$ cat src/rtl/core/rtty_pkg.sv
// rtty_pkg: shared types and constants of the rtty fsk character transmitter
// used by the front, queue, back and top level files; no dependencies
`default_nettype none

package rtty_pkg;

  localparam int QUEUE_DEPTH = 2;

  localparam int CODE_W  = 8;
  localparam int BASE_W  = 24;
  localparam int SHIFT_W = 16;
  localparam int FREQ_W  = 25;
  localparam int ADDR_W  = 4;
  localparam int DATA_W  = 32;

  typedef enum logic [1:0] {
    MODE_ASCII7 = 2'd0,
    MODE_ASCII8 = 2'd1,
    MODE_ITA2   = 2'd2,
    MODE_BAD    = 2'd3
  } mode_t;

  typedef enum logic [1:0] {
    CLS_UNKNOWN = 2'd0,
    CLS_LETTERS = 2'd1,
    CLS_FIGURES = 2'd2,
    CLS_BAD     = 2'd3
  } char_class_t;

  typedef enum logic [1:0] {
    REG_MODE  = 2'd0,
    REG_STOP  = 2'd1,
    REG_BASE  = 2'd2,
    REG_SHIFT = 2'd3
  } reg_index_t;

  localparam logic [4:0] ITA2_FIGS = 5'b11011;
  localparam logic [4:0] ITA2_LTRS = 5'b11111;
  localparam logic [4:0] CODE_MASK = 5'b11111;

  localparam logic [3:0] NBITS_ASCII7 = 4'd7;
  localparam logic [3:0] NBITS_ASCII8 = 4'd8;
  localparam logic [3:0] NBITS_ITA2   = 4'd5;

  // up to three codes that one character turns into
  typedef struct packed {
    logic [CODE_W-1:0] code0;
    logic [CODE_W-1:0] code1;
    logic [CODE_W-1:0] code2;
    logic [1:0]        ncodes;
    logic [3:0]        nbits;
  } frame_set_t;

  typedef struct packed {
    logic [1:0]         stop_bits;
    logic [BASE_W-1:0]  base;
    logic [SHIFT_W-1:0] shift;
  } tx_cfg_t;

endpackage

`default_nettype wire

$ cat src/rtl/core/rtty_front.sv
// rtty_front: accepts characters and turns each into a set of frame codes
// keeps the ita2 figures-shift flag; depends on rtty_pkg
`default_nettype none

module rtty_front (
  input  wire logic                       clk,
  input  wire logic                       rst,
  input  wire rtty_pkg::mode_t            mode,
  input  wire logic                       in_valid,
  output logic                            in_stall,
  input  wire logic [rtty_pkg::CODE_W-1:0] char_code,
  input  wire logic [1:0]                 char_class,
  input  wire logic                       last_in_message,
  input  wire logic                       q_full,
  output logic                            q_push,
  output rtty_pkg::frame_set_t            q_data
);

  logic in_figures;
  logic in_figures_next;

  logic [rtty_pkg::CODE_W-1:0] code_list [3];
  logic [1:0]                  n;
  logic                        fig;
  logic [rtty_pkg::CODE_W-1:0] ita2_code;

  assign in_stall = q_full;
  assign q_push   = in_valid && !q_full;

  always_comb begin
    code_list[0] = '0;
    code_list[1] = '0;
    code_list[2] = '0;
    n            = 2'd0;
    fig          = in_figures;
    ita2_code    = {3'b000, char_code[4:0] & rtty_pkg::CODE_MASK};
    q_data       = '0;
    unique case (mode)
      rtty_pkg::MODE_ASCII7: begin
        code_list[0] = char_code;
        n            = 2'd1;
        q_data.nbits = rtty_pkg::NBITS_ASCII7;
      end
      rtty_pkg::MODE_ASCII8: begin
        code_list[0] = char_code;
        n            = 2'd1;
        q_data.nbits = rtty_pkg::NBITS_ASCII8;
      end
      default: begin
        q_data.nbits = rtty_pkg::NBITS_ITA2;
        unique case (rtty_pkg::char_class_t'(char_class))
          rtty_pkg::CLS_FIGURES: begin
            if (!fig) begin
              code_list[0] = {3'b000, rtty_pkg::ITA2_FIGS};
              n            = 2'd1;
              fig          = 1'b1;
            end
            code_list[n] = ita2_code;
            n            = n + 2'd1;
          end
          rtty_pkg::CLS_LETTERS: begin
            if (fig) begin
              code_list[0] = {3'b000, rtty_pkg::ITA2_LTRS};
              n            = 2'd1;
              fig          = 1'b0;
            end
            code_list[n] = ita2_code;
            n            = n + 2'd1;
          end
          default: begin
            // unknown character sends code zero, shift untouched
            code_list[0] = '0;
            n            = 2'd1;
          end
        endcase
        if (last_in_message && fig) begin
          code_list[n] = {3'b000, rtty_pkg::ITA2_LTRS};
          n            = n + 2'd1;
          fig          = 1'b0;
        end
      end
    endcase
    q_data.code0  = code_list[0];
    q_data.code1  = code_list[1];
    q_data.code2  = code_list[2];
    q_data.ncodes = n;
    in_figures_next = (q_push && mode == rtty_pkg::MODE_ITA2) ? fig : in_figures;
  end

  always_ff @(posedge clk) begin
    if (rst) begin
      in_figures <= 1'b0;
    end else begin
      in_figures <= in_figures_next;
    end
  end

endmodule

`default_nettype wire

$ cat src/rtl/core/rtty_queue.sv
// rtty_queue: short fifo of frame sets between front and back
// depends on rtty_pkg
`default_nettype none

module rtty_queue #(
  parameter int DEPTH = rtty_pkg::QUEUE_DEPTH
) (
  input  wire logic                 clk,
  input  wire logic                 rst,
  input  wire logic                 push,
  input  wire rtty_pkg::frame_set_t push_data,
  output logic                      full,
  output logic                      not_empty,
  input  wire logic                 pop,
  output rtty_pkg::frame_set_t      head
);

  localparam int PTR_W = (DEPTH > 1) ? $clog2(DEPTH) : 1;
  localparam int CNT_W = $clog2(DEPTH + 1);

  rtty_pkg::frame_set_t slots [DEPTH];
  logic [PTR_W-1:0] wr_ptr;
  logic [PTR_W-1:0] rd_ptr;
  logic [CNT_W-1:0] count;

  assign full      = (count == CNT_W'(DEPTH));
  assign not_empty = (count != '0);
  assign head      = slots[rd_ptr];

  always_ff @(posedge clk) begin
    if (push) begin
      slots[wr_ptr] <= push_data;
    end
  end

  always_ff @(posedge clk) begin
    if (rst) begin
      wr_ptr <= '0;
      rd_ptr <= '0;
      count  <= '0;
    end else begin
      if (push) begin
        wr_ptr <= (wr_ptr == PTR_W'(DEPTH - 1)) ? '0 : wr_ptr + PTR_W'(1);
      end
      if (pop) begin
        rd_ptr <= (rd_ptr == PTR_W'(DEPTH - 1)) ? '0 : rd_ptr + PTR_W'(1);
      end
      if (push && !pop) begin
        count <= count + CNT_W'(1);
      end else if (pop && !push) begin
        count <= count - CNT_W'(1);
      end
    end
  end

endmodule

`default_nettype wire

$ cat src/rtl/core/rtty_back.sv
// rtty_back: one fsk symbol per cycle while not stalled, from queued
// frame sets: start bit, data lsb first, stop bits; depends on rtty_pkg
`default_nettype none

module rtty_back (
  input  wire logic                         clk,
  input  wire logic                         rst,
  input  wire rtty_pkg::tx_cfg_t            cfg,
  input  wire logic                         q_not_empty,
  input  wire rtty_pkg::frame_set_t         q_head,
  output logic                              q_pop,
  output logic                              out_valid,
  input  wire logic                         out_stall,
  output logic                              tone_is_mark,
  output logic [rtty_pkg::FREQ_W-1:0]       freq_word,
  output logic                              last_symbol
);

  logic [1:0] code_idx;
  logic [3:0] pos;
  logic [1:0] code_idx_next;
  logic [3:0] pos_next;

  logic                        advance;
  logic                        take;
  logic [rtty_pkg::CODE_W-1:0] cur_code;
  logic [3:0]                  frame_len;
  logic [3:0]                  data_idx;
  logic                        frame_end;
  logic                        set_end;
  logic                        mark;
  logic [rtty_pkg::FREQ_W-1:0] freq;

  assign advance = !out_valid || !out_stall;
  assign take    = advance && q_not_empty;

  always_comb begin
    unique case (code_idx)
      2'd0:    cur_code = q_head.code0;
      2'd1:    cur_code = q_head.code1;
      default: cur_code = q_head.code2;
    endcase
    frame_len = 4'd1 + q_head.nbits + {2'b00, cfg.stop_bits};
    data_idx  = pos - 4'd1;
    frame_end = (pos == frame_len - 4'd1);
    set_end   = frame_end && (code_idx == q_head.ncodes - 2'd1);
    if (pos == 4'd0) begin
      mark = 1'b0;
    end else if (pos <= q_head.nbits) begin
      mark = cur_code[data_idx[2:0]];
    end else begin
      mark = 1'b1;
    end
    freq = {1'b0, cfg.base} +
           (mark ? {{(rtty_pkg::FREQ_W - rtty_pkg::SHIFT_W){1'b0}}, cfg.shift} : '0);
    q_pop = take && set_end;
    if (!take) begin
      code_idx_next = code_idx;
      pos_next      = pos;
    end else if (set_end) begin
      code_idx_next = 2'd0;
      pos_next      = 4'd0;
    end else if (frame_end) begin
      code_idx_next = code_idx + 2'd1;
      pos_next      = 4'd0;
    end else begin
      code_idx_next = code_idx;
      pos_next      = pos + 4'd1;
    end
  end

  always_ff @(posedge clk) begin
    if (rst) begin
      code_idx  <= 2'd0;
      pos       <= 4'd0;
      out_valid <= 1'b0;
    end else begin
      code_idx <= code_idx_next;
      pos      <= pos_next;
      if (advance) begin
        out_valid <= q_not_empty;
      end
    end
  end

  always_ff @(posedge clk) begin
    if (take) begin
      tone_is_mark <= mark;
      freq_word    <= freq;
      last_symbol  <= set_end;
    end
  end

endmodule

`default_nettype wire

$ cat src/rtl/core/rtty_fsk_char_transmitter_unit.sv
// rtty fsk character transmitter: one character in, a stream of fsk bit symbols out
// Input channel: in_valid / in_stall with char_code, char_class, last_in_message.
// Output channel: out_valid / out_stall with tone_is_mark, freq_word, last_symbol;
// each transaction is one bit period, last_symbol marks the final one of a character.
// A character becomes one to three codes (ita2 shift codes added as needed), each
// framed as a space start bit, 5/7/8 data bits lsb first and the stop bits.
// An accepted character is written into the queue; the back then loads its first
// symbol into the output register, where it is held while the receiver stalls.
// Throughput: one symbol per cycle while the receiver does not stall; each code
// is sent as start bit, data bits and stop bits; the back serializer sets the rate.
// The front classifies characters into a small queue and keeps taking them while
// the back is busy, stalling only when the queue is full.
// Reset empties the queue, clears the output valid flag and the figures flag, and
// loads the register defaults (ita2, one stop bit, base and shift zero).
// When the receiver stalls, the current symbol holds and the queue fills up.
// Registers on the apb port: 0 mode, 4 stop bits, 8 base word, 12 shift steps.
// depends on rtty_pkg, rtty_front, rtty_queue, rtty_back
`default_nettype none

module rtty_fsk_char_transmitter_unit #(
  parameter int QUEUE_DEPTH = rtty_pkg::QUEUE_DEPTH
) (
  input  wire logic                          clk,
  input  wire logic                          rst,
  input  wire logic                          psel,
  input  wire logic                          penable,
  input  wire logic                          pwrite,
  input  wire logic [rtty_pkg::ADDR_W-1:0]   paddr,
  input  wire logic [rtty_pkg::DATA_W-1:0]   pwdata,
  output logic [rtty_pkg::DATA_W-1:0]        prdata,
  output logic                               pready,
  input  wire logic                          in_valid,
  output logic                               in_stall,
  input  wire logic [rtty_pkg::CODE_W-1:0]   char_code,
  input  wire logic [1:0]                    char_class,
  input  wire logic                          last_in_message,
  output logic                               out_valid,
  input  wire logic                          out_stall,
  output logic                               tone_is_mark,
  output logic [rtty_pkg::FREQ_W-1:0]        freq_word,
  output logic                               last_symbol
);

  rtty_pkg::mode_t              mode;
  logic [1:0]                   stop_bits;
  logic [rtty_pkg::BASE_W-1:0]  base;
  logic [rtty_pkg::SHIFT_W-1:0] shift;

  logic                 wr_en;
  rtty_pkg::reg_index_t reg_sel;
  rtty_pkg::tx_cfg_t    cfg;

  logic                 q_push;
  logic                 q_full;
  logic                 q_not_empty;
  logic                 q_pop;
  rtty_pkg::frame_set_t q_data;
  rtty_pkg::frame_set_t q_head;

  assign pready  = 1'b1;
  assign wr_en   = psel && penable && pwrite && pready;
  assign reg_sel = rtty_pkg::reg_index_t'(paddr[3:2]);

  always_ff @(posedge clk) begin
    if (rst) begin
      mode      <= rtty_pkg::MODE_ITA2;
      stop_bits <= 2'd1;
      base      <= '0;
      shift     <= '0;
    end else if (wr_en) begin
      unique case (reg_sel)
        rtty_pkg::REG_MODE: begin
          // undefined mode code is dropped
          if (pwdata[1:0] != rtty_pkg::MODE_BAD) begin
            mode <= rtty_pkg::mode_t'(pwdata[1:0]);
          end
        end
        rtty_pkg::REG_STOP:  stop_bits <= pwdata[1:0];
        rtty_pkg::REG_BASE:  base      <= pwdata[rtty_pkg::BASE_W-1:0];
        rtty_pkg::REG_SHIFT: shift     <= pwdata[rtty_pkg::SHIFT_W-1:0];
      endcase
    end
  end

  always_comb begin
    unique case (reg_sel)
      rtty_pkg::REG_MODE:  prdata = {30'd0, mode};
      rtty_pkg::REG_STOP:  prdata = {30'd0, stop_bits};
      rtty_pkg::REG_BASE:  prdata = {8'd0, base};
      rtty_pkg::REG_SHIFT: prdata = {16'd0, shift};
    endcase
  end

  assign cfg.stop_bits = stop_bits;
  assign cfg.base      = base;
  assign cfg.shift     = shift;

  rtty_front u_front (
    .clk             (clk),
    .rst             (rst),
    .mode            (mode),
    .in_valid        (in_valid),
    .in_stall        (in_stall),
    .char_code       (char_code),
    .char_class      (char_class),
    .last_in_message (last_in_message),
    .q_full          (q_full),
    .q_push          (q_push),
    .q_data          (q_data)
  );

  rtty_queue #(
    .DEPTH (QUEUE_DEPTH)
  ) u_queue (
    .clk       (clk),
    .rst       (rst),
    .push      (q_push),
    .push_data (q_data),
    .full      (q_full),
    .not_empty (q_not_empty),
    .pop       (q_pop),
    .head      (q_head)
  );

  rtty_back u_back (
    .clk          (clk),
    .rst          (rst),
    .cfg          (cfg),
    .q_not_empty  (q_not_empty),
    .q_head       (q_head),
    .q_pop        (q_pop),
    .out_valid    (out_valid),
    .out_stall    (out_stall),
    .tone_is_mark (tone_is_mark),
    .freq_word    (freq_word),
    .last_symbol  (last_symbol)
  );

endmodule

`default_nettype wire

$ cat config.mk
export PLATFORM = sky130hd
export DESIGN_NAME = rtty_fsk_char_transmitter_unit
export DESIGN_NICKNAME = d
export VERILOG_FILES = /design/src/rtl/core/rtty_pkg.sv /design/src/rtl/core/rtty_front.sv /design/src/rtl/core/rtty_queue.sv /design/src/rtl/core/rtty_back.sv /design/src/rtl/core/rtty_fsk_char_transmitter_unit.sv
export SDC_FILE = /design/constraint.sdc
export NUM_CORES = 1
export LEC_CHECK = 0
export BUFFER_PORTS_ARGS = -buffer_cell sky130_fd_sc_hd__buf_4
export CAP_MARGIN = 40
export CORE_UTILIZATION = 60
export CTS_CLUSTER_DIAMETER = 100
export DETAILED_ROUTE_END_ITERATION = 7
export PLACE_DENSITY = 0.93
export SYNTH_ARGS = -nofsm -noshare
export SYNTH_HDL_FRONTEND = slang
export SYNTH_SLANG_ARGS = --single-unit
$ cat constraint.sdc
create_clock -name clk -period 11.47 [get_ports clk]
set_input_delay 1.7205 -clock clk [delete_from_list [all_inputs] [get_ports clk]]
set_output_delay 1.7205 -clock clk [all_outputs]
set_load 0.02 [all_outputs]
# Word level (Yosys, flattened, before mapping)

Memories as Yosys holds them, arrays and structs flattened. A register that Yosys moved wholly into a read port is not among the register bits.
Index checks and enable logic that the tools add are counted.

Muxes and demuxes: 54
Reduce and logical (&&, ||, !) cells: 33
Equal/unequal tests: 12
Add/subtract/negate cells: 15
$lt $le $gt $ge: 8
Bitwise operators: 7

Operators with widths:

| kind                | count |
|---|---|
| $pmux 32 s4         | 1 |
| $mux 8              | 9 |
| $bwmux 24           | 2 |
| $demux 8 s2         | 3 |
| $mux 16             | 3 |
| $pmux 16 s2         | 1 |
| $pmux 8 s2          | 2 |
| $add 24x25->25      | 1 |
| $mux 24             | 1 |
| $mux 2              | 11 |
| $or 15x15->15       | 1 |
| $logic_and 1x1->1   | 13 |
| $mux 1              | 13 |
| $add 2x1->2 const B | 5 |
| $eq 2x2->1 const B  | 5 |
| $mux 5              | 2 |
| $reduce_and 2->1    | 5 |
| $and 9x9->9         | 1 |
| $ge 3x3->1 const B  | 3 |
| $lt 3x1->1 const B  | 3 |
| $not 2->3           | 3 |
| $not 9->9           | 1 |
| $eq 2x1->1 const B  | 4 |
| $mux 4              | 2 |
| other kinds (24)    | 34 |

Logic and storage cells: 144
Input bits: 54
Memory bits (writable): 60
Output and inout bits: 62
Register bits after elaboration: 83
Memories: 1

Memory list:

| name          | words | bits a word | rd ports | clocked after Yosys merged registers in | wr ports | RTL line         | source |
|---|---|---|---|---|---|---|---|
| u_queue.slots | 2     | 30          | 1        | 1                                       | 1        | rtty_queue.sv:21 | `rtty_pkg::frame_set_t slots [DEPTH];` |

# Longest topological paths before layout

Gate-level depths: netlist of run 1.

Word-level depth: 15
Mapped depth: 21
Gate-level depth less buffers: 18

# By module

Synthesis of run 1 repeated with hierarchy kept, for this count alone.

Cells, all modules: 704
Area, all modules: 7843.8 sq um

By module, submodules not included:

| module                         | cells each | area each (sq um) | times used | seq. area each (sq um) |
|---|---|---|---|---|
| rtty_back                      | 269        | 2615.0            | 1          | 950.9 |
| rtty_queue                     | 115        | 2364.8            | 1          | 1901.8 |
| rtty_fsk_char_transmitter_unit | 236        | 2314.7            | 1          | 880.8 |
| rtty_front                     | 84         | 549.3             | 1          | 20.0 |

# Least setup slack after synthesis of run 1

OpenSTA, ideal clock, no wires.

Kind: input to register
Start point: input out_stall
End point: register u_queue.count[1]
Setup slack: 6647 ps
Path buffers: 0
Data required time: 11400 ps
Arrival: 4752 ps
Library setup time: 70 ps
Cell stages on the path: 6
Path through: a21oi_1 and4_4 nand2_2 ha_1 or3_1 a21oi_1

Longest elaborated chain between the ends: 7
Elaborated cells on any way between the ends: 9
Those cells by class: 1 x mux; 8 x reduce/logical

RTL lines:

| item                                               | RTL line                             | source |
|---|---|---|
| from (decl)                                        | rtty_fsk_char_transmitter_unit.sv:38 | `input wire logic out_stall,` |
| $logic_not 1->1 (*)                                | rtty_back.sv:34                      | `assign advance = !out_valid \|\| !out_stall;` |
| $logic_or 1x1->1 (*)                               | rtty_back.sv:34                      |  |
| $logic_and 1x1->1 (*)                              | rtty_back.sv:35                      | `assign take = advance && q_not_empty;` |
| $logic_and 1x1->1 (*)                              | rtty_back.sv:56                      | `q_pop = take && set_end;` |
| $logic_not 1->1                                    | rtty_queue.sv:48                     | `if (push && !pop) begin` |
| $logic_and 1x1->1                                  | rtty_queue.sv:48                     |  |
| $mux 2 / $reduce_bool 2->1 (equally long branches) | --                                   |  |
| to (signal assigned)                               | rtty_queue.sv:49                     | `count <= count + CNT_W'(1);` |
| to (signal assigned)                               | rtty_queue.sv:51                     | `count <= count - CNT_W'(1);` |
| to (decl)                                          | rtty_queue.sv:24                     | `logic [CNT_W-1:0] count;` |

Every way passes the cells marked *; elsewhere a longest branch is shown, timed or not.
A chain may end at the register's enable or synchronous reset.

==> reports/results.ini, run 1 <==
[clocking]
clock_sinks = 122
cts_tree = built
ctsLongestPathBuffers = 2
post_cts_buffers = 0
numCtsBuffers = 17
clk_pin_slew_ns = 0.06
htreeDepth = 4
cts_root_buf = clkbuf_8
cts_resized = 0
ctsHoldBuffers = 0
clk_latency_ns = 0.54

[drt]
wl_um = 17700
antenna_left = 0
via_count = 5634
drtPass1Iterations = 7
viasPerCell = 6.37
wl_per_cell_um = 20.0
drtIter0Drc = 773
drc_errors = 0

[critical_path]
cp.arrival_ns = 6.04
timing.rr.end = u_back.freq_word[22]
start_kind = flop
worstSetupPathType = flop to flop
critPathCaptureType = flop
crit_fanout = 18
rrSetupSlack_ns = 5.72
reg2regPathDepth = 17
cp.required_ns = 11.76

[layout]
nets = 822
finalNonFillerCells = 884
multi_input_area_um2 = 3170
n_fill_cell = 593
ff_latch_area_um2 = 3090
syn_to_final_growth_pct = 20.7
n_antenna_cell = 0
drive_gt1_share_pct = 19.4

[sta]
report.final.slew_viol_count = 0
hold_viol = 0
fin_skew_ns = 0.00716
fin_crit_ns = 5.75
tightestPinTransition_ns = 0.942
setup_ws_ns = 5.72
tns_ns = 0
finalCritPeriodShare_pct = 50.1
slew_headroom_pct = 37.1
setup_viol = 0
grt_setup_unrepaired = false
max_freq_ghz = 0.174

[global_routing]
antenna_found_initial = 0
track_usage_pct = 32.9
grt_max_degree = 56
grt_pass1_vias = 5505
grt_pass1_wl_um = 28000
grt_overflow = 0

[run_status]
status = finished, final reports clean

[die]
die-height_um = 106
die_w_um = 106
initial_core_util_pct = 62.5
row_count = 37
dieArea_um2 = 11300
placeableCoreArea_um2 = 10400
ioPinCount = 116

[place]
hpwlAfterDp_um = 10700
placement.io_buffers = 96
gp_congestion = 0.888
dp_cells = 852
preCtsSetupSlack_ns = 5.99

[yosys]
synth_enable_flop_cells = 65
synthCells = 647
avgSynthCellArea_um2 = 10.1
synth_warnings = 0
async_flop_share_pct = 0
ys_ff_latch = 122
ys_seq_area_share_pct = 47.5
yosys_most_used_dff = edfxtp_1
synthDistinctLibCells = 66
netlist_area_um2 = 6510

[pwr]
power_density_nw_per_um2 = 169
power.leakage_uw = 0.00322
ir_drop_uv = 115

[min_path]
min_from = base[15]
hp-class = flop to flop
holdPathStages = 2
hold_path_end = base[15]

[run]
maxCapViolations = 0

-- through the flow --
step | instance area (µm²) | utilization, % | hold slack [ns] | power, µW
6_report | 7860 | 75.5 | 0.477 | 1330
5_1_grt | 7860 | 75.5 | 0.495 | 1370
4_1_cts | 7860 | 75.5 | 0.470 | 1320
3_5_place_dp | 7290 | 70.0 | 0.467 | 799
3_3_place_gp | 7250 | 69.6 | 0.451 | 779
2_1_floorplan | 6540 | - | 0.442 | 708
-- layer usage --
metal / track usage, % / share of wire (%) / wire (µm) / up-vias
met5: 0 / 0 / 0 / -
met4: 21.3 / 5.1 / 909 / 0
met3: 7.36 / 10 / 1760 / 91
met2: 51.2 / 47 / 8310 / 430
met1: 41.3 / 38 / 6710 / 2660
li1: - / - / - / 2453
-- cells in the mapped netlist, drive strengths merged (3+ instances only) --
cell / instances / share of area (%)
nand2: 107 / 6.2
a21oi: 65 / 5.1
edfxtp: 65 / 30
dfxtp: 57 / 18
ha: 31 / 6.0
nor2: 29 / 1.7
nor2b: 26 / 2.5
mux2i: 24 / 3.9
clkbuf: 21 / 1.2
and3: 20 / 1.9
inv: 20 / 1.2
xnor2: 19 / 2.6
buf: 17 / 2.0
nand3: 16 / 1.2
and2: 14 / 1.3
xor2: 14 / 1.9
o21ai: 12 / 0.92
mux4: 7 / 2.5
a21boi: 6 / 0.69
nand2b: 6 / 0.58
o21a: 6 / 0.69
a211oi: 5 / 0.65
a21o: 5 / 0.58
o211ai: 5 / 0.58
and4: 4 / 0.58
mux2: 4 / 0.69
nor3: 4 / 0.38
nor4: 3 / 0.29
-- critical path: stages, from the launching register on --
cell and delay (ns):
dfxtp_1 0.94, mux2i_2 0.40, inv_1 0.13, ha_1 0.29, and4_1 0.20, a21oi_1 0.24, a211oi_2 0.09, a21oi_2 0.70
and3_1 0.27, ha_1 0.17, inv_1 0.06, fa_1 0.39, nand2b_1 0.19, a21oi_1 0.27, o2111ai_1 0.33, a21oi_1 0.42
o22ai_1 0.21, a2bb2oi_1 0.18
-- power by group --
part | internal, µW | switching [µW] | leakage [µW] | total [µW]
clock | 328 | 196 | 0.000269 | 524
combinational | 99.4 | 171 | 0.00186 | 270
sequential | 514 | 23.9 | 0.00109 | 538
total | 941 | 391 | 0.00322 | 1330
-- state kept, by name (all words and copies together) (netlist names), named ones only --
name / cells
u_back.out_valid: 1
base: 24
stop_bits: 2
u_queue.rd_ptr: 1
u_back.pos: 4
u_back.tone_is_mark: 1
mode: 2
u_queue.count: 2
u_queue.slots: 38
u_queue.wr_ptr: 1
u_back.code_idx: 2
u_back.freq_word: 25
u_back.last_symbol: 1
u_front.in_figures: 1
shift: 16
-- cell type report --
| type | count | share of cell area [%] |
|---|---|---|
| multi-input cells | 474 | 40.4 |
| flip-flops and latches | 122 | 39.3 |
| repair buffers | 100 | 9.90 |
| clock buffers | 19 | 5.36 |
| well taps | 136 | 2.16 |
| clock inverters | 13 | 1.94 |
| inverters | 20 | 0.955 |
-- layout by cell type (no fill, tap or decap), types with 3 or more instances in the layout --
master      synthesis  routed
clkbuf_16           0      16
and2_1             12      12
a21boi_0            6       6
mux2i_1            22      22
ha_1               31      31
nor2_1             29      29
inv_1              20      20
clkinv_2            0       5
mux2_1              3       3
dfxtp_1            57      57
conb_1              2       9
nand3_1            16      16
a21oi_1            64      63
o211ai_1            5       5
mux4_2              5       5
nand2b_1            6       6
and4_1              3       3
buf_4               9      98
and3_1             20      20
a211oi_1            4       4
a21o_1              5       5
bufinv_16           0       3
xnor2_1            19      19
clkinvlp_4          0       5
xor2_1             14      14
nor4_1              3       3
nand2_1           106     106
edfxtp_1           65      65
nor2b_1            26      26
o21a_1              6       6
nor3_1              3       3
o21ai_0            12      12
-- how the worst max path moves through the flow --
stage	from	cells after the start	end
floorplan	out_stall	6	u_queue.count[1]
global placement	flop	17	u_back.freq_word[22]
detailed placement	flop	17	u_back.freq_word[22]
CTS	flop	17	u_back.freq_word[22]
global route	flop	17	u_back.freq_word[22]
finish	flop	17	u_back.freq_word[22]
-- cells by family (layout without fill, tap and decap cells) --
logic type	after synthesis	in the layout	share of synthesized area [%]
multiplexers	35	35	7.16
AND/OR/NAND/NOR	237	237	17.6
AO/OA/AOI/OAI	126	126	11.9
flip-flops	122	122	47.5
other	2	9	0.115
adder cells (fa/ha/maj)	33	33	6.57
buffers and inverters	58	152	4.40
XOR/XNOR	34	34	4.78
No activity file was read; power rests on OpenSTA's default activity.
==> run 2: changes to the inputs <==
--- a/config.mk
+++ b/config.mk
@@ -5,12 +5,13 @@
 export SDC_FILE = /design/constraint.sdc
 export NUM_CORES = 1
 export LEC_CHECK = 0
+export ABC_AREA = 1
 export BUFFER_PORTS_ARGS = -buffer_cell sky130_fd_sc_hd__buf_4
 export CAP_MARGIN = 40
-export CORE_UTILIZATION = 60
+export CORE_UTILIZATION = 57
 export CTS_CLUSTER_DIAMETER = 100
 export DETAILED_ROUTE_END_ITERATION = 7
-export PLACE_DENSITY = 0.93
+export PLACE_DENSITY = 0.89
 export SYNTH_ARGS = -nofsm -noshare
 export SYNTH_HDL_FRONTEND = slang
 export SYNTH_SLANG_ARGS = --single-unit
==> constraint.sdc (replaced) <==
create_clock -name clk -period 5.6 [get_ports clk]
set_input_delay 0.84 -clock clk [delete_from_list [all_inputs] [get_ports clk]]
set_output_delay 0.84 -clock clk [all_outputs]
set_load 0.02 [all_outputs]
==> run 2 against run 1 <==
Effect of this change:
- sequential power rose by 97%
- sequential share of layout area fell by 0.93 points
- synthesized cell count rose by 27%
- first-iteration DRC count fell by 18%
- count of clock-buffer cells in the layout rose by 3
- register-to-register slack got worse by 4.6 ns
- final area rose by 2.4%
- combinational power rose by 56%
- hold slack improved by 0.0072 ns
- clock skew rose by 0.0025 ns
- routed wire length fell by 3.6%
- die area rose by 7.6%
- critical endpoint is now u_back.freq_word[20]
==> reports/results.ini, run 2 <==
[drt]
drc_errors = 0
antenna_left = 0
drtIter0Drc = 632
drtPass1Iterations = 5
viasPerCell = 5.65
wl_um = 17100
wl_per_cell_um = 15.9
via_count = 6069

[layout]
largest_reg_flops = 38
nets = 1006
drive_gt1_share_pct = 17.6
final_common_cell = nand2_1
top_register = u_queue.slots
top_regs = u_queue.slots (38), u_back.freq_word (25), base (24)
mostFrequentLayoutCells = 153 x nand2_1, 104 x inv_1, 100 x buf_4
n_antenna_cell = 0
final_area_um2 = 8060
syn_to_final_growth_pct = 20.8

[critical_path]
timing.rr.start = u_back.pos[0]
timing.rr.end = u_back.freq_word[20]
critPathCaptureType = flop
cp.required_ns = 5.78
cp.arrival_ns = 4.70
start_kind = flop
crit_fanout = 17
worstSetupPathType = flop to flop
reg2regPathDepth = 22
rrSetupSlack_ns = 1.08

[place]
place_area_um2 = 7460
placement.io_buffers = 96
hpwlAfterDp_um = 11500
gp_congestion = 0.947

[sta]
fin_crit_ns = 4.52
max_freq_ghz = 0.221
slew_headroom_pct = 57.4
tns_ns = 0
setup_viol = 0
finalCritPeriodShare_pct = 80.7
fin_skew_ns = 0.00961
report.final.slew_viol_count = 0
hold_viol = 0
grt_setup_unrepaired = false
tightestPinTransition_ns = 0.638

[clocking]
cts_resized = 0
cts_root_buf = clkbuf_16
cts_tree = built
post_cts_buffers = 0
clk_latency_ns = 0.43
clk_pin_slew_ns = 0.06
numCtsBuffers = 17
ctsHoldBuffers = 0
clock_sinks = 122
ctsLongestPathBuffers = 2
htreeDepth = 4

[min_path]
holdPathStages = 2
min_from = u_back.out_valid
hold_path_end = u_back.out_valid
hp-class = flop to flop

[yosys]
synth_top_family_by_area = simple AND/OR/NAND/NOR gates
synthSimpleGateAreaFrac_pct = 21.5
synth_compound_area_share_pct = 13.3
yosys_most_used_dff = edfxtp_1
synth_common_cells = 153 x nand2_1, 104 x inv_1, 98 x nor2_1
netlist_area_um2 = 6670
synthAdderAreaFrac_pct = 6.42
synthDistinctLibCells = 46
yosysMostFrequentCell = nand2_1
synth_warnings = 0
synth_enable_flop_cells = 65
yosysTopAreaCell = edfxtp_1
avgSynthCellArea_um2 = 8.12
yosys-top-cells-area = edfxtp_1 29%, dfxtp_1 17%, nand2_1 8.6%, o21ai_0 5.9%, inv_1 5.9%
synthMuxAreaShare_pct = 0.150
synthCells = 821
synth-xor-area-share_pct = 3.15
ys_seq_area_share_pct = 46.4
async_flop_share_pct = 0
netlist.area_leader.share_pct = 29.3
ys_ff_latch = 122

[pwr]
seq_power_share_pct = 41.1
power.share.switching_pct = 28.8
pwr-share-comb_pct = 16.4
power_density_nw_per_um2 = 320
power_switching_uw = 742
power.leakage_uw = 0.00360
ir_drop_uv = 221
internal_power_uw = 1830
p_clk_share_pct = 42.5

[die]
dieArea_um2 = 12100
die-height_um = 110
initial_core_util_pct = 58.4
ioPinCount = 116
row_count = 39
die_w_um = 110
placeableCoreArea_um2 = 11400

[global_routing]
grt_max_degree = 53
grt_pass1_wl_um = 26600
antenna_found_initial = 0
grt_pass1_vias = 5451
grt_overflow = 0
track_usage_pct = 29.1

[run_status]
status = finished, final reports clean

[run]
maxCapViolations = 0

[run 2: changes by cell type after synthesis, moves of 7 or more]
cell	previous run	this run
inv_1	20	104
nor2_1	29	98
o21ai_0	12	78
nand2_1	106	153
nor2b_1	26	0
mux2i_1	22	1
nand3_1	16	37
and3_1	20	0
and2_1	12	1
nor2_2	0	11
xnor2_1	19	9
clkbuf_1	21	12
nand4_1	2	10
inv_2	0	7
[run 2: cell type report]
cell class                      instances  area [µm²]
Clock inverter                         10        75.1
Sequential cell                       122        3090
Timing Repair Buffer                  101         766
Multi-Input combinational cell        565        3000
Tap cell                              143         179
Inverter                              112         420
Fill cell                             827        3360
Clock buffer                           22         518
[run 2: cells by family after synthesis]
family / Yosys count
mux: 1
fa+ha+maj: 33
buf+inv: 141
compound gates: 166
xor+xnor: 24
other cells: 2
flops: 122
simple gates: 332
[run 2: per-stage QoR]
step	std cells	hold WS, ns	utilization, %	total power [µW]	worst slack (ns)
global route	1075	0.521	70.5	2650	0.778
floorplan	828	0.445	-	1350	2.10
CTS	1075	0.480	70.5	2560	1.19
global placement	1042	0.462	65.2	1460	1.47
detailed placement	1043	0.469	65.4	1480	1.30
finish	1075	0.485	70.5	2570	1.08
[run 2: power groups by stage]
stage               logic, µW  clock network, µW  registers [µW]
finish                    422               1090            1060
global route              464               1120            1070
CTS                       417               1090            1060
detailed placement        408                  0            1080
global placement          391                  0            1070
floorplan                 244                  0            1110
[run 2: critical path: stages (launching register included)]
cell	delay, ns
dfxtp_1	0.67
inv_1	0.30
ha_1	0.43
inv_1	0.17
nand3_1	0.10
nand2_1	0.09
nand2_1	0.06
nand3_1	0.08
nand2_1	0.06
nand3_2	0.12
nand2_4	0.16
nor2_2	0.14
ha_1	0.23
inv_1	0.10
fa_1	0.43
o21ai_2	0.19
a21oi_1	0.13
o21bai_1	0.29
nand2_1	0.09
nand2_1	0.21
nand2_1	0.12
nand2_1	0.08
nand2_1	0.04
[run 2: how the worst max path moves through the flow]
stage,start,to,slack [ns],depth (start not counted)
after CTS,u_back.pos[0],u_back.freq_word[20],1.19,22
after global placement,u_back.pos[0],u_back.freq_word[20],1.47,22
after detailed placement,u_back.pos[0],u_back.freq_word[20],1.30,22
final,u_back.pos[0],u_back.freq_word[20],1.08,22
after global routing,u_back.pos[0],u_back.freq_word[20],0.78,22
after floorplan,flop,u_back.freq_word[20],2.10,23
[run 2: metal layers]
metal	wire length, µm	up-vias	track usage (%)
met5	0	-	0
met4	385	0	11.8
met3	1660	40	5.58
met2	7900	363	45.0
met1	7110	2790	40.2
li1	-	2876	-
==> run 3: changes to the inputs <==
--- a/config.mk
+++ b/config.mk
@@ -8,10 +8,10 @@
 export ABC_AREA = 1
 export BUFFER_PORTS_ARGS = -buffer_cell sky130_fd_sc_hd__buf_4
 export CAP_MARGIN = 40
-export CORE_UTILIZATION = 57
+export CORE_UTILIZATION = 51
 export CTS_CLUSTER_DIAMETER = 100
 export DETAILED_ROUTE_END_ITERATION = 7
-export PLACE_DENSITY = 0.89
+export PLACE_DENSITY = 0.85
 export SYNTH_ARGS = -nofsm -noshare
 export SYNTH_HDL_FRONTEND = slang
 export SYNTH_SLANG_ARGS = --single-unit
==> constraint.sdc (replaced) <==
create_clock -name clk -period 4 [get_ports clk]
set_input_delay 0.6 -clock clk [delete_from_list [all_inputs] [get_ports clk]]
set_output_delay 0.6 -clock clk [all_outputs]
set_load 0.02 [all_outputs]
==> run 3 against run 2 <==
Effect of this change:
- critical path depth unchanged
- first-iteration DRC count down 34%
- combinational power up 41%
- highest routed layer unchanged
- global-route usage down 5.0 points
- count of clock-buffer cells in the layout up 6
- via count down 2.7%
- non-clock buffer count up 7
- die area up 12%
- sequential cell count unchanged
- register-to-register slack worse by 0.74 ns
- hold slack worse by 0.14 ns
==> reports/results.ini, run 3 (synthesized netlist as in run 2, its figures left out) <==
[run_status]
status = finished, final reports clean

[drt]
drtPass1Iterations = 7
wl_um = 15400
viasPerCell = 5.32
via_count = 5906
antenna_left = 0
drc_errors = 0
drtIter0Drc = 419
wl_per_cell_um = 13.8

[clocking]
cts_root_buf = clkbuf_16
post_cts_buffers = 0
ctsHoldBuffers = 0
ctsLongestPathBuffers = 2
cts_tree = built
clock_sinks = 122
clk_latency_ns = 0.42
numCtsBuffers = 17
clk_pin_slew_ns = 0.05
htreeDepth = 4
cts_resized = 0

[layout]
n_antenna_cell = 0
final_area_um2 = 8150
drive_gt1_share_pct = 18.1
largest_reg_flops = 38
n_fill_cell = 1002
top_register = u_queue.slots
syn_to_final_growth_pct = 22.2
nets = 1013
mostFrequentLayoutCells = 152 x nand2_1, 106 x buf_4, 104 x inv_1
final_common_cell = nand2_1
top_regs = u_queue.slots (38), u_back.freq_word (25), base (24)

[critical_path]
start_kind = flop
cp.required_ns = 4.24
crit_buf_inv = 5
crit_path_frequent_cell = nand2_1
worstSetupPathType = flop to flop
crit_fanout = 16
crit_chain = inv_2 > buf_6 > nand2_1 > nand2_1 > inv_2 > ha_1 > nand2_1 > o21ai_0 > o21ai_0 > nand3_2 > nand2_4 > nor2_2 > ha_1 > inv_1 > fa_1 > o21ai_2 > a21oi_1 > o21bai_1 > buf_4 > nand2_1 > nand2_1 > xor2_1
critPathCaptureType = flop
max_stage_delay_ns = 0.42
path_delay_family = adder cells
cp.arrival_ns = 3.90
crit_slowest_cell = fa_1

[pwr]
finalPower_uw = 3550
ir_drop_uv = 300
power.share.switching_pct = 26.7
power_density_nw_per_um2 = 436
power.leakage_uw = 0.00363
power_switching_uw = 948
pwr-share-comb_pct = 16.8
internal_power_uw = 2600
p_clk_share_pct = 41.7
seq_power_share_pct = 41.5

[die]
row_count = 41
placeableCoreArea_um2 = 12700
dieArea_um2 = 13500
ioPinCount = 116
die_w_um = 116
initial_core_util_pct = 52.6
die-height_um = 116

[sta]
report.final.slew_viol_count = 0
max_freq_ghz = 0.273
fin_crit_ns = 3.66
setup_viol = 0
tightestPinTransition_ns = 0.608
tns_ns = 0
slew_headroom_pct = 59.2
finalCritPeriodShare_pct = 91.6
grt_setup_unrepaired = false
hold_viol = 0
fin_skew_ns = 0.00731

[global_routing]
track_usage_pct = 24.1
antenna_found_initial = 0
grt_pass1_vias = 5304
grt_overflow = 0
grt_pass1_wl_um = 24900
grt_max_degree = 45

[place]
placement.io_buffers = 96
hpwlAfterDp_um = 11000
gp_congestion = 0.929
place_area_um2 = 7550

[run]
maxCapViolations = 0

[min_path]
hp-class = input port to flop

[run 3: path summary, 6_finish.rpt]
kind / start / endpoint / slack [ns] / cells past startpoint
worst max-delay path: flop / u_back.freq_word[12] / 0.34 / 22
worst min-delay path: rst / u_front.in_figures / 0.35 / 2
worst max register to register: flop / u_back.freq_word[12] / 0.34 / 22
worst min register to register: shift[5] / shift[5] / 0.48 / 2
[run 3: per-stage QoR]
stage               hold WS (ns)  cells  util, %  setup slack [ns]
floorplan                  0.445    828        -             0.497
global placement           0.461   1078     59.5             0.374
detailed placement         0.473   1079     59.6             0.263
CTS                        0.340   1111     64.2             0.221
global route               0.353   1111     64.3            0.0693
finish                     0.349   1111     64.3             0.337
[run 3: power groups by stage]
| stage | logic (µW) | clock network (µW) | registers [µW] |
|---|---|---|---|
| after floorplan | 342 | 0 | 1550 |
| after global placement | 568 | 0 | 1500 |
| after detailed placement | 587 | 0 | 1500 |
| after CTS | 594 | 1490 | 1470 |
| after global routing | 656 | 1540 | 1480 |
| final | 595 | 1480 | 1470 |
[run 3: area by class of cell]
type | count | area (µm²) | share of cell area [%]
clock inverter | 4 | 26.3 | 0.322
multi-input combinational | 565 | 3010 | 36.9
sequential | 122 | 3090 | 38.0
inverter | 112 | 420 | 5.16
timing repair buffer | 108 | 822 | 10.1
tap | 172 | 215 | 2.64
clock buffer | 28 | 561 | 6.88
[run 3: routing by layer]
layer	share of wire [%]	GRT usage, %	vias up
met5	0	0	-
met4	1.9	9.49	0
met3	7.9	5.86	28
met2	44	35.6	259
met1	46	34.1	2721
li1	-	-	2898
